File: config.mk
export PLATFORM = sky130hd
export DESIGN_NAME = bounded_stack_with_delete
export DESIGN_NICKNAME = d
export VERILOG_FILES = /design/src/rtl/bsd_pkg.sv /design/src/rtl/bsd_cell.sv /design/src/rtl/bounded_stack_with_delete.sv
export SDC_FILE = /design/constraint.sdc
export NUM_CORES = 1
export LEC_CHECK = 0
export BUFFER_PORTS_ARGS = -buffer_cell sky130_fd_sc_hd__buf_2
export CAP_MARGIN = 15
export CELL_PAD_IN_SITES_DETAIL_PLACEMENT = 2
export CELL_PAD_IN_SITES_GLOBAL_PLACEMENT = 2
export CORE_MARGIN = 2
export CORE_UTILIZATION = 45
export CTS_CLUSTER_DIAMETER = 120
export DETAILED_ROUTE_END_ITERATION = 6
export PLACE_DENSITY_LB_ADDON = 0.08
export SLEW_MARGIN = 20
export SYNTH_ARGS = -nofsm -noshare
export SYNTH_HDL_FRONTEND = slang
export SYNTH_HIERARCHICAL = 1
export SYNTH_SLANG_ARGS = --single-unit
File: constraint.sdc
create_clock -name clock -period 8.9 [get_ports clock]
set_input_delay 1.78 -clock clock [delete_from_list [all_inputs] [get_ports clock]]
set_output_delay 1.78 -clock clock [all_outputs]
set_load 0.005 [all_outputs]
File: src/rtl/bsd_pkg.sv
// shared types, constants and helpers for the bounded stack with delete
package bsd_pkg;

   localparam int DEPTH       = 16;
   localparam int VALUE_BITS  = 32;
   localparam int COUNT_BITS  = $clog2(DEPTH + 1);
   localparam int IDX_BITS    = (DEPTH > 1) ? $clog2(DEPTH) : 1;
   localparam int LIMIT_BITS  = 5;
   localparam int OPCODE_BITS = 3;
   localparam int TOP_BITS    = 32;
   localparam int COUNT_OUT_BITS = 5;

   localparam logic [LIMIT_BITS-1:0] LIMIT_RESET = 5'd16;

   localparam logic [OPCODE_BITS-1:0] OP_PUSH   = 3'd0;
   localparam logic [OPCODE_BITS-1:0] OP_POP    = 3'd1;
   localparam logic [OPCODE_BITS-1:0] OP_PEEK   = 3'd2;
   localparam logic [OPCODE_BITS-1:0] OP_DELETE = 3'd3;
   localparam logic [OPCODE_BITS-1:0] OP_GROW   = 3'd4;

   typedef enum logic [1:0] {
      ST_OK       = 2'd0,
      ST_FULL     = 2'd1,
      ST_EMPTY    = 2'd2,
      ST_NOTFOUND = 2'd3
   } status_type;

   typedef struct packed {
      logic [OPCODE_BITS-1:0] opcode;
      logic signed [31:0]     operand;
   } req_type;

   typedef struct packed {
      logic signed [TOP_BITS-1:0]   top_value;
      status_type                   status;
      logic                         is_empty;
      logic [COUNT_OUT_BITS-1:0]    entry_count;
   } rsp_type;

   typedef struct packed {
      logic load;
      logic shift;
   } cell_ctl_type;

   // clamp a candidate limit into 1..DEPTH
   function automatic logic [COUNT_BITS-1:0] clamp_limit(input logic [COUNT_BITS:0] value);
      logic [COUNT_BITS-1:0] result;
      if (value == '0) begin
         result = COUNT_BITS'(1);
      end else if (value > (COUNT_BITS + 1)'(DEPTH)) begin
         result = COUNT_BITS'(DEPTH);
      end else begin
         result = value[COUNT_BITS-1:0];
      end
      return result;
   endfunction

endpackage

File: src/rtl/bsd_cell.sv
// one stack cell: holds an entry, compares it and shifts down on delete
module bsd_cell (
   input  logic                           clock,
   input  bsd_pkg::cell_ctl_type          ctl,
   input  logic                           valid,
   input  logic [bsd_pkg::VALUE_BITS-1:0] operand,
   input  logic [bsd_pkg::VALUE_BITS-1:0] upper_value,
   input  logic                           match_above,
   output logic [bsd_pkg::VALUE_BITS-1:0] value,
   output logic                           match_here_or_above
);
   import bsd_pkg::*;

   logic [VALUE_BITS-1:0] value_ff;
   logic [VALUE_BITS-1:0] value_in;

   // flags a match in this cell or in any live cell above it
   assign match_here_or_above = match_above | (valid && (value_ff == operand));

   always_comb begin
      priority if (ctl.load) begin
         value_in = operand;
      end else if (ctl.shift) begin
         value_in = upper_value;
      end else begin
         value_in = value_ff;
      end
   end

   always_ff @(posedge clock) begin
      value_ff <= value_in;
   end

   assign value = value_ff;

endmodule

File: src/rtl/bounded_stack_with_delete.sv
// top level: bounded stack with delete built from a row of cells
// results: an accepted item's result appears in the output register in the cycle after acceptance
// throughput: one item per cycle while the receiver does not stall; push, pop, peek, delete and grow all finish in
//   the cycle of acceptance, the cell row compares and shifts in parallel
// reset: synchronous, clears the count and output valid, limit returns to 16;
//   cell contents are undefined until pushed
module bounded_stack_with_delete (
   input  logic                              clock,
   input  logic                              reset,
   input  logic                              req_valid,
   output logic                              req_stall,
   input  bsd_pkg::req_type                  req_data,
   output logic                              rsp_valid,
   input  logic                              rsp_stall,
   output bsd_pkg::rsp_type                  rsp_data,
   input  logic                              csr_write_enable,
   input  logic [bsd_pkg::LIMIT_BITS-1:0]    csr_write_data
);
   import bsd_pkg::*;

   logic [COUNT_BITS-1:0] count_ff;
   logic [COUNT_BITS-1:0] count_in;
   logic [COUNT_BITS-1:0] limit_ff;
   logic [COUNT_BITS-1:0] limit_in;
   logic                  rsp_valid_ff;
   logic                  rsp_valid_in;
   rsp_type               rsp_ff;
   rsp_type               rsp_in;

   logic                  accept;
   logic                  is_full;
   logic                  is_none;
   logic                  found;
   logic [VALUE_BITS-1:0] operand_bits;
   logic [VALUE_BITS-1:0] top_entry;
   logic [IDX_BITS-1:0]   top_index;

   logic [VALUE_BITS-1:0] cell_value [DEPTH];
   logic                  cell_match [DEPTH];
   cell_ctl_type          cell_ctl   [DEPTH];

   assign req_stall    = rsp_valid_ff && rsp_stall;
   assign accept       = req_valid && !req_stall;
   assign operand_bits = VALUE_BITS'(req_data.operand);
   assign is_full      = (count_ff >= limit_ff);
   assign is_none      = (count_ff == '0);
   assign found        = cell_match[0];
   assign top_index    = IDX_BITS'(count_ff - COUNT_BITS'(1));
   assign top_entry    = cell_value[top_index];

   for (genvar i = 0; i < DEPTH; i++) begin : g_cell
      logic                  above_match;
      logic [VALUE_BITS-1:0] above_value;
      logic                  valid;

      if (i == DEPTH - 1) begin : g_top
         assign above_match = 1'b0;
         assign above_value = cell_value[i];
      end else begin : g_mid
         assign above_match = cell_match[i+1];
         assign above_value = cell_value[i+1];
      end

      assign valid = (COUNT_BITS'(i) < count_ff);
      assign cell_ctl[i].load = accept && (req_data.opcode == OP_PUSH) && !is_full &&
                                (count_ff == COUNT_BITS'(i));
      // cells from the topmost match upward close the gap
      assign cell_ctl[i].shift = accept && (req_data.opcode == OP_DELETE) && found &&
                                 !above_match;

      bsd_cell u_cell (
         .clock               (clock),
         .ctl                 (cell_ctl[i]),
         .valid               (valid),
         .operand             (operand_bits),
         .upper_value         (above_value),
         .match_above         (above_match),
         .value               (cell_value[i]),
         .match_here_or_above (cell_match[i])
      );
   end

   always_comb begin
      count_in = count_ff;
      limit_in = limit_ff;
      rsp_in   = rsp_ff;
      rsp_in.top_value = '0;
      rsp_in.status    = ST_OK;
      if (accept) begin
         unique case (req_data.opcode)
            OP_PUSH: begin
               if (is_full) begin
                  rsp_in.status = ST_FULL;
               end else begin
                  count_in = count_ff + COUNT_BITS'(1);
               end
            end
            OP_POP, OP_PEEK: begin
               if (is_none) begin
                  rsp_in.top_value = '1;
                  rsp_in.status    = ST_EMPTY;
               end else begin
                  rsp_in.top_value = TOP_BITS'(top_entry);
                  if (req_data.opcode == OP_POP) begin
                     count_in = count_ff - COUNT_BITS'(1);
                  end
               end
            end
            OP_DELETE: begin
               if (found) begin
                  count_in = count_ff - COUNT_BITS'(1);
               end else begin
                  rsp_in.status = ST_NOTFOUND;
               end
            end
            OP_GROW: begin
               limit_in = clamp_limit({limit_ff, 1'b0});
            end
            default: begin
               // unused opcodes leave the stack alone
            end
         endcase
         rsp_in.is_empty    = (count_in == '0);
         rsp_in.entry_count = COUNT_OUT_BITS'(count_in);
      end
      if (csr_write_enable) begin
         limit_in = clamp_limit((COUNT_BITS + 1)'(csr_write_data));
      end
   end

   always_comb begin
      priority if (accept) begin
         rsp_valid_in = 1'b1;
      end else if (!rsp_stall) begin
         rsp_valid_in = 1'b0;
      end else begin
         rsp_valid_in = rsp_valid_ff;
      end
   end

   always_ff @(posedge clock) begin
      if (reset) begin
         count_ff     <= '0;
         limit_ff     <= clamp_limit((COUNT_BITS + 1)'(LIMIT_RESET));
         rsp_valid_ff <= 1'b0;
      end else begin
         count_ff     <= count_in;
         limit_ff     <= limit_in;
         rsp_valid_ff <= rsp_valid_in;
      end
   end

   always_ff @(posedge clock) begin
      if (accept) begin
         rsp_ff <= rsp_in;
      end
   end

   assign rsp_valid = rsp_valid_ff;
   assign rsp_data  = rsp_ff;

`ifndef SYNTHESIS
   assert property (@(posedge clock) disable iff (reset)
      count_ff <= COUNT_BITS'(DEPTH))
      else $error("entry count above depth");

   assert property (@(posedge clock) disable iff (reset)
      (limit_ff != '0) && (limit_ff <= COUNT_BITS'(DEPTH)))
      else $error("working limit out of range");

   assert property (@(posedge clock) disable iff (reset)
      accept && (req_data.opcode == OP_POP) && !is_none
      |=> count_ff == $past(count_ff) - COUNT_BITS'(1))
      else $error("pop did not remove the top entry");

   assert property (@(posedge clock) disable iff (reset)
      accept && (req_data.opcode == OP_PUSH) && is_full |=> $stable(count_ff))
      else $error("push on a full stack changed the count");
`endif

endmodule

==> results, run 1 <==
- The run finished with clean final reports.
- The setup-violating endpoint count in the final report is 0.
- Setup repair after global routing left no endpoint under its margin.
- The number of synthesized register bits is 563.
- The cell with the largest stage delay on the worst path is sky130_fd_sc_hd__or2_2.
- At the worst endpoint, the required time is around 9000 ps.
- The area growth from synthesis to layout is 10.9%.
- The total overflow reported by the global router is 0.
- The commonest register cell after synthesis is sky130_fd_sc_hd__edfxtp_1.
- The wire length of the first global-routing pass is roughly 170 mm.
- Summing over every cut layer, the via total after detailed routing is around 22000.
- The kind of cell with the highest combined delay along the critical path is compound AO/OA/AOI/OAI gates.
- The cell that appears most often on the critical path is sky130_fd_sc_hd__a31o_1.
- The class of the tightest hold or removal check is register to register.
- The number of post-CTS setup repair buffers is 0.
- For this run, the post-layout net count is around 2700.
- On the final layout, the worst clock skew is ~26 ps.
- The routability congestion estimate from global placement is approximately 0.84.
- The number of hold buffers added after CTS is 0.
- Across the VDD grid, the largest voltage drop is around 140 µV.
- The number of top-level pins is 87.
- The cell depth of the worst flop-to-flop path is 23.
- At the worst endpoint, the arrival time is about 7500 ps.
- Of the post-synthesis cell area, the dominant cell type holds about half.
- Once detailed placement completed, the half-perimeter wirelength came to about 80 mm.
- The number of maximum-capacitance violations is 0.
- The peak fanout along the critical path is 32.
- The footprint of the multi-input gates is between 15000 and 20000 µm².
- The clock passes through at most 3 buffers.
- The number of search-and-repair iterations in the first detailed-routing pass is 5.
- The overall die width is ~280 µm.
- For the worst-skew pair, the clock arrives at the later sink with an insertion delay of approximately 610 ps.
- After the first detailed-routing iteration, the DRC count stood at 2051.
- The root buffer cell is sky130_fd_sc_hd__clkbuf_16.
- Buffers placed on the I/O ports in this run total 86.
- The average routed wire per standard cell is around 31 µm.
- The sequential cell area fraction in the yosys report is between 40 and 50%.
- A synthesized cell averages roughly 14 µm².
- On the worst path, the slowest cell contributes a delay of approximately 660 ps.
- The final hold violation count is 0.
- The via count of the first global-routing pass was ~24000.
- The die area is slightly below 80000 µm².
- In the post-synthesis netlist, the biggest area contributors are sky130_fd_sc_hd__edfxtp_1, sky130_fd_sc_hd__mux2_2, sky130_fd_sc_hd__xnor2_1, sky130_fd_sc_hd__mux4_2, sky130_fd_sc_hd__nand4_1.
- The element type at the critical path start is an input port.
- The floorplan row count is 100.
- Counting every sink on the clock net gives ~560.
- In the final layout, the share of cells above drive strength 1 is 34.7%.
- The max-slew headroom at the worst pin is approximately 29%.
- The maximum operating frequency is about 140 MHz.
- The initial antenna violation count was 9.
- After layout, the minimum clock period comes to 7300 ps.
- The biggest area contributor in the post-synthesis netlist is sky130_fd_sc_hd__edfxtp_1.
- The filler cells instantiated in the layout total between 6000 and 7000.
- The cell area that synthesis handed to floorplanning was between 30000 and 40000 µm².
- The H-tree depth is 3.
- Once the floorplan was initialized, standard cells occupied 45.6% of the core.
- The number of buffers created by CTS is between 60 and 70.
- Clock-pin slew was measured on the worst setup and hold paths at 60 ps.
- The signal on the critical path passes through buf_2, xnor2_1, nand4_1, nor4_1, a31o_1, a31o_1, a31o_1, a31o_1, a31o_1, a31o_1, a31o_1, a31o_1, a31o_1, a31o_1, a31o_1, a31o_1, a31o_1, a31o_1, a31o_1, a31o_1, nand4_1, buf_4, nor2_1, or2_2.
- The final total negative setup slack is 0 ps.
- The net count after synthesis is 2572.
- The post-route DRC violation count is 0.
- The total count of max-transition violations in the final report was 0.
- The critical path crosses 24 cells after its start point.
- At the pin with the least slew margin, the transition time is roughly 1100 ps.
- Once layout is complete, the cells apart from fillers number 3625.
- The power density over the cells is 173 nW/µm².
- After technology mapping, the gate count stands at 2517.
- The worst setup path is captured at a register.
- The analysis attributes to cell leakage a power of between 10 and 15 nW.
- The type of the worst setup path is input port to register.
- The detailed-route wire length is 113 mm.
- Yosys mapped a number of flops with a built-in enable equal to between 500 and 600.
- Counting tap cells, the placed design contains a total of around 3500 instances.
- The number of cells on the worst hold path is 2.
- The die height is 279 µm.
- The detail-routed via count per cell is between 6 and 7.
- Global routing used between 20% and 30% of the available tracks.
- The distinct cell type count after synthesis is 55.
- The clock tree from TritonCTS is built.
- The sequential cells in the finished layout cover a total of around 17000 µm².
- Counting flops with an async set or reset pin after synthesis yields a share of 0%.
- The number of buffers and inverters on the critical path is 2.
- Entering global routing, the biggest net connects 97 pins.
- The region available for standard cell placement spans approximately 75000 µm².
- The final worst-path cycle share is 82.0%.
- The count of antenna-violating nets left after detailed routing is 0.
- The commonest cells after synthesis are sky130_fd_sc_hd__edfxtp_1, sky130_fd_sc_hd__mux2_2, sky130_fd_sc_hd__xnor2_1, sky130_fd_sc_hd__nor2_1, sky130_fd_sc_hd__mux4_2.
- During synthesis, Yosys emitted a total of 6 warnings.
- The number of gates resized after CTS is 0.
- In the post-synthesis netlist, the cell with the most instances is sky130_fd_sc_hd__edfxtp_1.
[sequential cells by signal, summed over array words and instances (netlist names)]
| signal | cells |
|---|---|
| rsp_valid | 1 |
| count_ff | 5 |
| rsp_data | 40 |
| limit_ff | 5 |
| g_cell.u_cell/value | 512 |
[routing by layer]
metal  part of all wire, %  up-vias  global-route usage, %  routed length, µm
li1                      -     9735                      -                  -
met1                    44    11800                   39.9              50300
met2                    46      604                   44.9              51700
met3                   6.2      159                   6.54               7010
met4                   3.8        2                   10.8               4340
met5                0.0097        -                      0                 11
[worst register-to-register path: stages (launching register included)]
cell	delay [ps]
sky130_fd_sc_hd__dfxtp_1	300
sky130_fd_sc_hd__buf_4	230
sky130_fd_sc_hd__nand2_1	560
sky130_fd_sc_hd__o21bai_1	190
sky130_fd_sc_hd__and3_1	260
sky130_fd_sc_hd__a31o_1	250
sky130_fd_sc_hd__a31o_1	210
sky130_fd_sc_hd__a31o_1	210
sky130_fd_sc_hd__a31o_1	230
sky130_fd_sc_hd__a31o_1	230
sky130_fd_sc_hd__a31o_1	220
sky130_fd_sc_hd__a31o_1	220
sky130_fd_sc_hd__a31o_1	210
sky130_fd_sc_hd__a31o_1	210
sky130_fd_sc_hd__a31o_1	220
sky130_fd_sc_hd__a31o_1	210
sky130_fd_sc_hd__a31o_1	220
sky130_fd_sc_hd__a31o_1	220
sky130_fd_sc_hd__a31o_1	220
sky130_fd_sc_hd__a31o_1	280
sky130_fd_sc_hd__nand4_1	120
sky130_fd_sc_hd__buf_4	260
sky130_fd_sc_hd__nor2_1	90
sky130_fd_sc_hd__or2_2	660
[final cells by class]
class                   count  area share (%)
multi-input cells        1808            44.4
flip-flops and latches    563            44.4
well taps                 969            3.21
repair buffers            149            2.45
diodes                      3          0.0198
clock buffers              84            4.83
clock inverters            33           0.533
inverters                  16           0.159
[stage by stage]
stage / setup WS (ps) / hold slack [ps] / instance area [µm²] / total power, mW / utilization, %
after floorplan: 2350 / 477 / 34100 / 3.50 / -
after global placement: 1300 / 506 / 35800 / 3.93 / 47.9
after detailed placement: 1090 / 550 / 35800 / 3.96 / 47.9
after CTS: 1660 / 558 / 37800 / 6.60 / 50.6
after global routing: 1380 / 585 / 37800 / 6.77 / 50.6
final: 1600 / 552 / 37800 / 6.56 / 50.6
[cell families (layout without fill, tap and decap cells)]
group | after synthesis | after routing | synth area share, %
multiplexers | 641 | 641 | 25.4
AO/OA/AOI/OAI | 136 | 136 | 2.51
other | 1 | 4 | 0.0110
buffers and inverters | 146 | 282 | 1.94
AND/OR/NAND/NOR | 504 | 504 | 7.26
XOR/XNOR | 516 | 516 | 13.3
flip-flops | 563 | 563 | 49.3
adder cells (fa/ha/maj) | 10 | 10 | 0.367
[final timing paths]
check	start	endpoint	slack, ps
worst max-delay path	req_data[10]	g_cell[13].u_cell/value[4]$_DFFE_PP_	1600
worst min-delay path	limit_ff[4]$_SDFFE_PP1P_	limit_ff[4]$_SDFFE_PP1P_	550
worst max register to register	count_ff[2]$_SDFFE_PP0P_	g_cell[13].u_cell/value[4]$_DFFE_PP_	2450
worst min register to register	limit_ff[4]$_SDFFE_PP1P_	limit_ff[4]$_SDFFE_PP1P_	550
[power breakdown]
part | total (mW) | internal, mW | leakage, nW | switching [mW]
clock network | 2.64 | 1.51 | 0.991 | 1.13
registers | 2.96 | 2.93 | 5.11 | 0.0354
logic | 0.957 | 0.319 | 5.71 | 0.638
[cells in the final DEF (no fill, tap or decap), drive strengths merged, types with 3 or more instances in the layout]
cell / synthesis / final
nor4: 35 / 35
o21bai: 5 / 5
nand4: 97 / 97
clkinv: 1 / 28
o21ai: 42 / 42
ha: 10 / 10
edfxtp: 552 / 552
nand2: 92 / 92
xnor2: 450 / 450
clkbuf: 47 / 84
nor3: 27 / 27
a31oi: 4 / 4
and3: 17 / 17
a21oi: 47 / 47
nor2: 151 / 151
xor2: 66 / 66
or2: 17 / 17
a31o: 16 / 16
o211ai: 3 / 3
inv: 15 / 17
dfxtp: 11 / 11
mux4: 128 / 128
buf: 83 / 149
diode: 0 / 3
mux2: 513 / 513
nand2b: 8 / 8
nand3: 50 / 50
a32oi: 3 / 3
(Power assumes the default switching activity.)
==> run 2, diff against run 1 <==
clock period = 6.8 ns   (was 8.9 ns; I/O delays follow)
==> run 2 against run 1 <==
Effect of this change:
- global-route usage increased by 0.80 points
- design area increased by 2.2%
- non-clock buffer count rose by 59
- wire length rose by 2.5%
- setup slack worse by 1300 ps
- combinational power increased by 33%
- sequential cell count is the same
- critical endpoint is now rsp_data[5]$_DFFE_PP_
==> results, run 2 (synthesized netlist as in run 1, its figures left out) <==
- The pin count of the biggest net entering global routing is 67 (was 97).
- The power density over the cells was 227 nW/µm² (was 173 nW/µm²).
- The max-slew headroom at the worst pin is 32.9% (was 28.9%).
- The count of routing violations after the opening detailed-route iteration is 1928 (was 2051).
- The clock-pin slew on the worst setup and hold paths is 60 ps (about the same).
- The number of gates resized after CTS is 0 (unchanged).
- The area growth from synthesis to layout came to 13.3% (was 10.9%).
- The die height is 279 µm (unchanged).
- The number of buffers created by CTS came to 68 (was 69).
- The total chip power is 8.78 mW (was 6.56 mW).
- The final hold violation count is 0 (unchanged).
- In the finished design, the share of the clock period the worst path needs comes to 96.2%.
- The area of the core region is 74700 µm² (unchanged).
- The detail-routed via count per cell is 6.22 (was 6.14).
- The post-route DRC violation count is 0 (unchanged).
- The clock tree from TritonCTS is built (unchanged).
- The total count of max-transition violations in the final report is 0 (unchanged).
- The total half-perimeter wirelength after legalization and detailed placement is 84.6 mm (was 80.9 mm).
- The routability congestion estimate from global placement is 0.901 (was 0.835).
- The number of top-level pins is 87 (unchanged).
- The element type at the critical path start is an input port (unchanged).
- The via count is 22900 (was 22300).
- The wire length of the first global-routing pass was 172 mm (was 166 mm).
- Most used cells in the layout excluding fill and tap cells: sky130_fd_sc_hd__edfxtp_1, sky130_fd_sc_hd__mux2_2, sky130_fd_sc_hd__xnor2_1 (unchanged).
- The root buffer cell is sky130_fd_sc_hd__clkbuf_16 (unchanged).
- The detailed-route wire length is 116 mm (was 113 mm).
- The number of hold buffers added after CTS came to 0 (unchanged).
- The instance count after placement with tap cells included is 3564 (was 3505).
- The maximum root-to-sink buffer count is 3 (unchanged).
- The class of the tightest hold or removal check was register to register (unchanged).
- The peak fanout along the critical path is 9 (was 32).
- The floorplan row count is 100 (unchanged).
- The count of port buffers added during placement is 86 (unchanged).
- The total overflow reported by the global router came to 0 (unchanged).
- The worst-case clock skew was 27.8 ps (was 26.4 ps).
- The sink count of the clock tree is 563 (unchanged).
- The data required time at the worst endpoint is 7150 ps (was 9100 ps).
- Outcome: finished clean (unchanged).
- The number of post-CTS setup repair buffers is 0 (unchanged).
- The overall track demand over capacity in global routing came to 29.8% (was 29.0%).
- The worst path in the final design needs a cycle of around 6500 ps, including I/O delays and setup.
- The average routed wire per standard cell is 31.5 µm (was 31.3 µm).
- The via count of the first global-routing pass is 24700 (was 24100).
- The kind of end point of the critical path was a register (unchanged).
- The net count of the finished layout is 2720 (was 2662).
- The maximum operating frequency is around 150 MHz.
- The clock network latency to the later pin of the worst-skew pair is 620 ps (was 610 ps).
- The static leakage power is 12.2 nW (was 11.8 nW).
- The number of flip-flops in the largest register is 512 (unchanged).
- The initial cell density of the core is 45.6% (unchanged).
- The transition time at the pin with the least slew margin is 1000 ps (was 1070 ps).
- The commonest non-fill, non-tap cell in the layout is sky130_fd_sc_hd__edfxtp_1 (unchanged).
- The setup-violating endpoint count in the final report is 0 (unchanged).
- The number of inserted diodes is 0 (was 3).
- Setup repair after global routing missed its margin: no (unchanged).
- The layout cell share with drive strength beyond 1 is 36.1% (was 34.7%).
- The layout filler cell count is 6935 (was 6999).
- The die area is 78000 µm² (unchanged).
- The count of antenna-violating nets left after detailed routing is 0 (unchanged).
- The worst ir drop on vdd is 212 µV (was 140 µV).
- The data arrival time at the worst-slack endpoint is 6890 ps (was 7490 ps).
- The overall die width was 279 µm (unchanged).
- The initial antenna violation count is 8 (was 9).
- The number of maximum-capacitance violations was 0 (unchanged).
- The non-filler instance count after layout is 3685 (was 3625).
- The number of search-and-repair iterations in the first detailed-routing pass came to 5 (unchanged).
- The type of the worst setup path was input port to register (unchanged).
- The H-tree depth is 3 (unchanged).
==> run 2: cell count changes in the layout (fill, tap and decap cells not counted), sizes merged <==
cell / before / now
diode: 3 / 0
buf: 149 / 208
inv: 17 / 16
clkinv: 28 / 22
clkbuf: 84 / 92
bufinv: 2 / 5
==> run 2: final timing paths <==
kind	start	to	slack (ps)	cells past startpoint
hold reg to reg	limit_ff[4]$_SDFFE_PP1P_	limit_ff[4]$_SDFFE_PP1P_	570	2
setup reg to reg	g_cell[15].u_cell/value[30]$_DFFE_PP_	rsp_data[5]$_DFFE_PP_	640	25
hold / removal	limit_ff[4]$_SDFFE_PP1P_	limit_ff[4]$_SDFFE_PP1P_	570	2
setup / recovery	req_data[14]	rsp_data[5]$_DFFE_PP_	260	26
==> run 2: where the power goes <==
group	total, mW	internal [mW]	switching [mW]	leakage (nW)
logic	1.27	0.438	0.829	6.08
clock network	3.64	2.14	1.50	1.04
registers	3.87	3.83	0.0446	5.11
==> run 2: layout make-up <==
class	instances	area [µm²]	share of cell area (%)
clock buffer	92	1900	4.91
timing repair buffer	208	1620	4.20
inverter	16	60.1	0.155
clock inverter	29	256	0.664
tap	969	1210	3.14
sequential	563	16800	43.5
multi-input combinational	1808	16800	43.5
==> run 2: per-layer routing <==
metal | track usage [%] | wire length (µm) | part of all wire, %
met5 | 0 | 27 | 0.023
met1 | 42.5 | 52300 | 45
met2 | 47.8 | 54600 | 47
met4 | 8.82 | 3390 | 2.9
met3 | 3.72 | 5980 | 5.1
==> run 2: critical path, cell delays in order <==
cell and delay (ps):
sky130_fd_sc_hd__buf_2 230, sky130_fd_sc_hd__buf_4 230, sky130_fd_sc_hd__xor2_1 220, sky130_fd_sc_hd__nor4_1 90, sky130_fd_sc_hd__and3_1 240, sky130_fd_sc_hd__a31o_1 250, sky130_fd_sc_hd__a31o_1 210, sky130_fd_sc_hd__a31o_1 220
sky130_fd_sc_hd__a31o_1 210, sky130_fd_sc_hd__a31o_1 220, sky130_fd_sc_hd__a31o_1 220, sky130_fd_sc_hd__a31o_1 220, sky130_fd_sc_hd__a31o_1 220, sky130_fd_sc_hd__a31o_1 220, sky130_fd_sc_hd__a31o_1 220, sky130_fd_sc_hd__a31o_1 210
sky130_fd_sc_hd__a31o_1 220, sky130_fd_sc_hd__a31o_1 220, sky130_fd_sc_hd__a31o_1 220, sky130_fd_sc_hd__a31o_1 270, sky130_fd_sc_hd__a21boi_0 280, sky130_fd_sc_hd__nor3_1 90, sky130_fd_sc_hd__o32ai_1 430, sky130_fd_sc_hd__a21oi_1 130
sky130_fd_sc_hd__o2111ai_1 150, sky130_fd_sc_hd__nor3_2 60
==> run 2: metrics by stage <==
step | utilization (%) | hold WS [ps] | worst slack [ps] | area, µm² | setup TNS, ps
6_report | 51.7 | 566 | 258 | 38600 | 0
3_5_place_dp | 48.8 | 550 | -138 | 36500 | -161
2_1_floorplan | - | 477 | 669 | 34100 | 0
3_3_place_gp | 48.8 | 515 | 22.2 | 36500 | 0
4_1_cts | 51.7 | 559 | 332 | 38600 | 0
5_1_grt | 51.7 | 568 | 67.8 | 38600 | 0
